==> src/sv/cils_pkg.sv <==
// Package for the content index with least-served selection.
// Holds request and response beat types and the opcode and status codes.
// No dependencies.
`timescale 1ns / 1ps

package cils_pkg;

    // Request opcodes.
    localparam logic [2:0] OP_REGISTER   = 3'd0;
    localparam logic [2:0] OP_DEREG_ONE  = 3'd1;
    localparam logic [2:0] OP_DEREG_ALL  = 3'd2;
    localparam logic [2:0] OP_SEARCH     = 3'd3;
    localparam logic [2:0] OP_LIST       = 3'd4;

    // Response status codes.
    localparam logic [2:0] ST_ACK        = 3'd0;
    localparam logic [2:0] ST_DUPLICATE  = 3'd1;
    localparam logic [2:0] ST_NOT_FOUND  = 3'd2;
    localparam logic [2:0] ST_HIT        = 3'd3;
    localparam logic [2:0] ST_LIST       = 3'd4;

    localparam logic [31:0] SERVED_MAX   = 32'hFFFF_FFFF;

    typedef struct packed {
        logic [2:0]  opcode;
        logic [31:0] peer_id;
        logic [31:0] content_id;
        logic [47:0] peer_address;
    } t_req;

    typedef struct packed {
        logic [2:0]  status;
        logic [31:0] found_peer;
        logic [31:0] found_content;
        logic [47:0] found_address;
        logic        last_result;
    } t_rsp;

    // Commands from the controller to the datapath.
    typedef struct packed {
        logic accept;
        logic rd_en;
        logic eval;
        logic finish;
    } t_cmd;

endpackage

==> src/sv/cils_ctrl.sv <==
// Controller for the content index: sequences accept, table scan and finish.
// Depends on cils_pkg.
`timescale 1ns / 1ps

module cils_ctrl #(
    parameter int TABLE_DEPTH = 64
) (
    input  logic                           i_clk,
    input  logic                           i_rst_n,
    input  logic                           i_in_valid,
    input  logic [2:0]                     i_opcode,
    input  logic                           i_out_free,
    output logic                           o_in_stall,
    output cils_pkg::t_cmd                 o_cmd,
    output logic [$clog2(TABLE_DEPTH)-1:0] o_rd_addr
);

    localparam int AW = $clog2(TABLE_DEPTH);
    localparam logic [AW-1:0] LAST_ADDR = AW'(TABLE_DEPTH - 1);

    localparam logic [1:0] S_IDLE = 2'd0;
    localparam logic [1:0] S_SCAN = 2'd1;
    localparam logic [1:0] S_LAST = 2'd2;
    localparam logic [1:0] S_DONE = 2'd3;

    logic [1:0]    r_state, n_state;
    logic [AW-1:0] r_addr, n_addr;
    logic          r_eval, n_eval;

    // Next state and command decode.
    always_comb begin
        n_state = r_state;
        n_addr  = r_addr;
        n_eval  = r_eval;
        o_cmd   = '0;
        unique case (r_state)
            S_IDLE: begin
                if (i_in_valid && i_opcode <= cils_pkg::OP_LIST) begin
                    o_cmd.accept = 1'b1;
                    n_state      = S_SCAN;
                    n_addr       = '0;
                    n_eval       = 1'b0;
                end
            end
            S_SCAN: begin
                if (i_out_free) begin
                    o_cmd.rd_en = 1'b1;
                    o_cmd.eval  = r_eval;
                    n_eval      = 1'b1;
                    n_addr      = r_addr + 1'b1;
                    if (r_addr == LAST_ADDR) begin
                        n_state = S_LAST;
                    end
                end
            end
            S_LAST: begin
                if (i_out_free) begin
                    o_cmd.eval = r_eval;
                    n_eval     = 1'b0;
                    n_state    = S_DONE;
                end
            end
            S_DONE: begin
                if (i_out_free) begin
                    o_cmd.finish = 1'b1;
                    n_state      = S_IDLE;
                end
            end
            default: begin
                n_state = S_IDLE;
            end
        endcase
    end

    always_ff @(posedge i_clk) begin
        if (!i_rst_n) begin
            r_state <= S_IDLE;
            r_addr  <= '0;
            r_eval  <= 1'b0;
        end else begin
            r_state <= n_state;
            r_addr  <= n_addr;
            r_eval  <= n_eval;
        end
    end

    assign o_in_stall = (r_state != S_IDLE);
    assign o_rd_addr  = r_addr;

endmodule

==> config.mk <==
export PLATFORM = sky130hd
export DESIGN_NAME = cils_ctrl
export DESIGN_NICKNAME = d
export VERILOG_FILES = /design/src/sv/cils_pkg.sv /design/src/sv/cils_ctrl.sv
export SDC_FILE = /design/constraint.sdc
export NUM_CORES = 1
export LEC_CHECK = 0
export BUFFER_PORTS_ARGS = -buffer_cell sky130_fd_sc_hd__buf_2
export CAP_MARGIN = 0
export CORE_AREA = 8 8 45 47
export CTS_BUF_LIST = sky130_fd_sc_hd__clkbuf_16
export DETAILED_ROUTE_END_ITERATION = 10
export DIE_AREA = 0 0 53 55
export MAX_ROUTING_LAYER = met4
export PLACE_DENSITY_LB_ADDON = 0.1
export REMOVE_ABC_BUFFERS = 1
export SKIP_LAST_GASP = 1
export SLEW_MARGIN = 20
export SYNTH_ARGS = -nofsm -noshare
export SYNTH_HDL_FRONTEND = slang
export SYNTH_SLANG_ARGS = --single-unit
==> constraint.sdc <==
create_clock -name i_clk -period 2.25 [get_ports i_clk]
set_input_delay 0.45 -clock i_clk [delete_from_list [all_inputs] [get_ports i_clk]]
set_output_delay 0.45 -clock i_clk [all_outputs]
set_load 0.005 [all_outputs]
==> metrics.txt, run 1 <==
Syn-to-layout area delta 31.3%; CP Class flip-flop to flip-flop; Pre-antenna DRT Iters 4; worst slew pin tran 479 ps; post-CTS sizing 0; Overflow after GRT 0; RSZ-0062 raised after global routing false; DRC viols 0; fraction of layout cells with a size suffix above 1 31.8%; hold_ws 502 ps; cts hold-fix bufs 0; asr flop ratio synth 0%; antenna cells 0; Setup Buffers After CTS 0; initial antenna violation count 0; CP endpoint kind flip-flop; clock buffer depth 2; Vias 560; Power Dens Cells 1110 nW/um^2; Placer Congestion 0.692; Critical Path Start Type flip-flop; CP max FO 9; Synth Flop Type dfxtp_1; Worst Hold End o_rd_addr[0]; r2r endpoint o_rd_addr[5]; crit path time final 1790 ps; min-delay src o_rd_addr[0]; Relative slew margins 67.7%; vias per inst 5.54; Routed WL 1.39 mm; Non-Filler Instances 101; YS warnings 0; Skew-Pair Late Insertion Delay 230 ps; area share of the largest cell type after synthesis 30.7%; die width 53 um; Pwr Total 0.855 mW; maximum VDD drop 0.563 mV; Die H 55 um; Post-synth EDFFs 0; f_max 0.560 GHz; initial core utilization 42.4%; status finished, final reports clean; DR WL/cell 13.8 um; core area 1380 um^2; H-tree lvl count 1; initial DRC count 4; Fin. Hold Viols 0; commonest non-fill, non-tap cell in the layout buf_2; Row Count 14; I/O pins 18; Final Cycle Share 79.4%; Pleak 0.342 nW; CTS sink count 9; largest net degree at the start of global routing 10; Required @ worst endpoint 2410 ps; Synth cell types 31; synthesized flop and latch total 9; die footprint 2920 um^2; Mean Syn Cell Area 9.17 um^2; filler cell count 136; first-pass GRT wire length 2.25 mm; r2r worst-path depth 6; Synth area leader dfxtp_1; DP Cell Count 97; TNS Setup 0 ps; port buffer count 17; max incr delay on CP 500 ps; Seq/Total Area, Yosys 30.7%; Synth Instances 64; reg2reg setup slack 460 ps; fin. max-slew vios 0; post-synthesis cell area 587 um^2; final setup vio count 0; Root Buffer clkbuf_16; antenna viol nets, final 0; slowest CP cell or4_1; GRT Util Overall 10.9%; commonest non-fill, non-tap cells in the layout buf_2, dfxtp_1, nand3_1, ha_1; layout net count 98; Worst EP arrival 1950 ps; vias in the first global route 521; worst min path class flip-flop to flip-flop; crit-path cells inv_1 > ha_1 > mux2_4 > o31ai_4 > or4_1 > a21oi_1; reg-to-reg startpoint r_state[1]; worst clock skew 1.13 ps; CTS tree yes; clk slew on worst S/H paths 40 ps; worst hold stages 2; cts bufs inserted 3; top post-synthesis cells by area dfxtp_1, ha_1, nand3_1; max-cap viol count 0
-- worst max-delay path by stage --
stage          startpoint      endpoint  slack [ps]
2_1_floorplan  r_state[1]  o_rd_addr[5]         590
3_3_place_gp   r_state[1]  o_rd_addr[5]         520
3_5_place_dp   r_state[1]  o_rd_addr[5]         460
4_1_cts        r_state[1]  o_rd_addr[5]         460
5_1_grt        r_state[1]  o_rd_addr[5]         370
6_report       r_state[1]  o_rd_addr[5]         460
-- state kept, by name, summed over array words and instances (netlist names) --
name,flops
o_rd_addr,6
r_eval,1
r_state,2
-- Yosys cell counts (2+ instances only) --
cell type / number
nand3_1: 5
a21oi_1: 4
nor2_1: 3
inv_1: 3
or3_1: 2
dfxtp_1: 9
o21ai_0: 4
ha_1: 5
nand2_1: 4
nor2b_1: 2
a21boi_1: 2
o31ai_1: 2
-- per-layer routing --
metal	track usage, %	vias to the layer above	part of all wire, %
li1	-	282	-
met2	19.7	12	55
met4	3.88	0	0
met1	9.62	266	38
met5	-	-	0
met3	5.35	0	7.0
-- cells by family (layout without fill, tap and decap cells) --
logic type	Yosys count	count (layout)	share of synthesized area, %
muxes	3	3	6.18
DFF	9	9	30.7
adders and majority gates	5	5	10.7
and+or+nand+nor	22	22	22.8
xor gates and xnor gates	1	1	1.49
AOI/OAI and AO/OA	20	20	25.6
buffers and inverters	4	25	2.56
-- report_power, final --
part / leakage (nW) / switching [mW] / internal [mW]
sequential: 0.0729 / 0.0200 / 0.183
clock: 0.0423 / 0.0752 / 0.232
combinational: 0.227 / 0.188 / 0.156
total: 0.342 / 0.284 / 0.571
-- critical path: cells and delay by family (launching register included) --
family / cells / cell delay (ps)
DFF: 1 / 370
and+or+nand+nor: 1 / 500
AOI/OAI and AO/OA: 2 / 240
adders and majority gates: 1 / 280
muxes: 1 / 250
buffers and inverters: 1 / 80
-- through the flow --
step | utilization (%) | setup WS [ps] | instance area [um^2]
final | 55.7 | 463 | 771
after global routing | 55.7 | 368 | 771
after CTS | 55.7 | 456 | 771
after detailed placement | 50.0 | 459 | 692
after global placement | 50.0 | 519 | 692
after floorplan | - | 587 | 587
-- area by class of cell --
| cell class | instances | area (um^2) | share of cell area [%] |
|---|---|---|---|
| Tap cell | 16 | 20.0 | 2.60 |
| Clock buffer | 3 | 75.1 | 9.74 |
| Sequential cell | 9 | 180 | 23.4 |
| Clock inverter | 1 | 3.75 | 0.487 |
| Inverter | 4 | 15.0 | 1.95 |
| Multi-Input combinational cell | 51 | 392 | 50.8 |
| Timing Repair Buffer | 17 | 85.1 | 11.0 |
Power figures use the tool's default switching activity.
==> inputs of run 2 (changes only) <==
==> constraint.sdc (replaced) <==
create_clock -name i_clk -period 1.9 [get_ports i_clk]
set_input_delay 0.38 -clock i_clk [delete_from_list [all_inputs] [get_ports i_clk]]
set_output_delay 0.38 -clock i_clk [all_outputs]
set_load 0.005 [all_outputs]
==> run 2 against run 1 <==
Cell count increased by 0.99%. Sequential share of layout area decreased by 0.23 points. Count of clock-buffer cells in the layout unchanged. Core utilization increased by 0.54 points. Global-route usage about the same. Clock skew increased by 1.4 ps. Register-to-register slack got worse by 270 ps. Critical path type is now flip-flop to output port. Largest power group unchanged.
==> metrics.txt, run 2 (same netlist as run 1, synthesis figures left out) <==
TNS Setup 0 ps; fin. max-slew vios 0; die footprint 2920 um^2; Final Cycle Share 93.0%; most numerous cell on the critical path nor2_1; clock buffer depth 2; Metal-1 WL 506 um; I/O pins 18; max-cap viol count 0; status finished, final reports clean; Largest register FFs 6; CTS tree yes; Row Count 14; slowest CP cell dfxtp_1; first-pass GRT wire length 2.13 mm; Pwr Total 1.02 mW; RSZ-0062 raised after global routing false; Power Dens Cells 1310 nW/um^2; wire length on met2 678 um; Placed Area 699 um^2; cts hold-fix bufs 0; largest net degree at the start of global routing 10; clk slew on worst S/H paths 40 ps; max layer used met4; Crit path depth 6; Root Buffer clkbuf_16; Syn-to-layout area delta 32.6%; Vias 545; initial antenna violation count 0; family with the most delay on the worst path flip-flops; CP Class flip-flop to output port; r2r endpoint o_rd_addr[5]; Overflow after GRT 0; port buffer count 17; CP endpoint kind output port; Relative slew margins 68.2%; vias per inst 5.34; max incr delay on CP 370 ps; Critical Path Start r_state[1]; Placer Congestion 0.686; DR WL/cell 12.9 um; Routed met3 length 87 um; Required @ worst endpoint 1520 ps; f_max 0.566 GHz; Pre-antenna DRT Iters 4; Worst EP arrival 1390 ps; crit-path cells inv_1 > ha_1 > buf_4 > nor2_1 > nor2_1 > buf_2; crit path capture o_cmd[1]; reg2reg setup slack 190 ps; fraction of layout cells with a size suffix above 1 32.6%; worst min path class input port to flip-flop; Setup Buffers After CTS 0; final setup vio count 0; dpl hpwl 1.07 mm; H-tree lvl count 1; CTS sink count 9; die width 53 um; maximum VDD drop 0.794 mV; cts bufs inserted 3; core area 1380 um^2; filler cell count 128; antenna cells 0; Skew-Pair Late Insertion Delay 240 ps; initial DRC count 3; commonest non-fill, non-tap cells in the layout buf_2, dfxtp_1, nand3_1, ha_1; layout net count 99; hold_ws 458 ps; Pleak 0.348 nW; min-delay src i_rst_n; r2r worst-path depth 6; worst clock skew 2.57 ps; DRC viols 0; antenna viol nets, final 0; Die H 55 um; commonest non-fill, non-tap cell in the layout buf_2; Critical Path Start Type flip-flop; post-CTS sizing 0; CP max FO 7; Routed WL 1.32 mm; Finished Cell Area 778 um^2; vias in the first global route 501; GRT Util Overall 10.9%; initial core utilization 42.4%; worst slew pin tran 472 ps; crit path time final 1770 ps; reg-to-reg startpoint r_state[1]; Fin. Hold Viols 0; CP Buf/Inv Count 3
## run 2: power by group
group / internal [mW] / leakage [nW] / switching [mW]
combinational: 0.192 / 0.232 / 0.218
sequential: 0.217 / 0.0729 / 0.0233
clock: 0.275 / 0.0423 / 0.0906
total: 0.684 / 0.348 / 0.332
## run 2: cell type report
cell class                 instances  area (um^2)  area share [%]
clock buffer                       3         75.1            9.65
clock inverter                     1         3.75           0.482
inverter                           4         15.0            1.93
multi-input combinational         51          392            50.3
sequential                         9          180            23.2
tap                               16         20.0            2.57
timing repair buffer              18         92.6            11.9
## run 2: metal layers
layer	global-route usage, %	vias up
met2	17.6	9
met1	9.30	245
li1	-	286
met5	-	-
met4	9.05	0
met3	5.61	5
## run 2: per-stage QoR
stage               worst slack (ps)  cells  utilization (%)
floorplan                        237     64                -
global placement                 224     98             50.5
detailed placement               191     98             50.5
CTS                              116    102             56.2
global route                    36.2    102             56.2
finish                           133    102             56.2
## run 2: worst min-delay path by stage
| stage | to | slack (ps) | depth (start not counted) |
|---|---|---|---|
| after floorplan | o_rd_addr[1] | 480 | 2 |
| after CTS | r_state[0] | 460 | 2 |
| after global routing | r_state[0] | 480 | 2 |
| after global placement | o_rd_addr[5] | 490 | 2 |
| final | r_state[0] | 460 | 2 |
| after detailed placement | o_rd_addr[5] | 490 | 2 |
## run 2: worst reg2reg max path, delay by kind of cell, from the launching register on
kind	cells	cell delay (ps)
compound gates	2	240
fa+ha+maj	1	210
buf+inv	1	80
flops	1	370
mux	1	220
simple gates	1	520
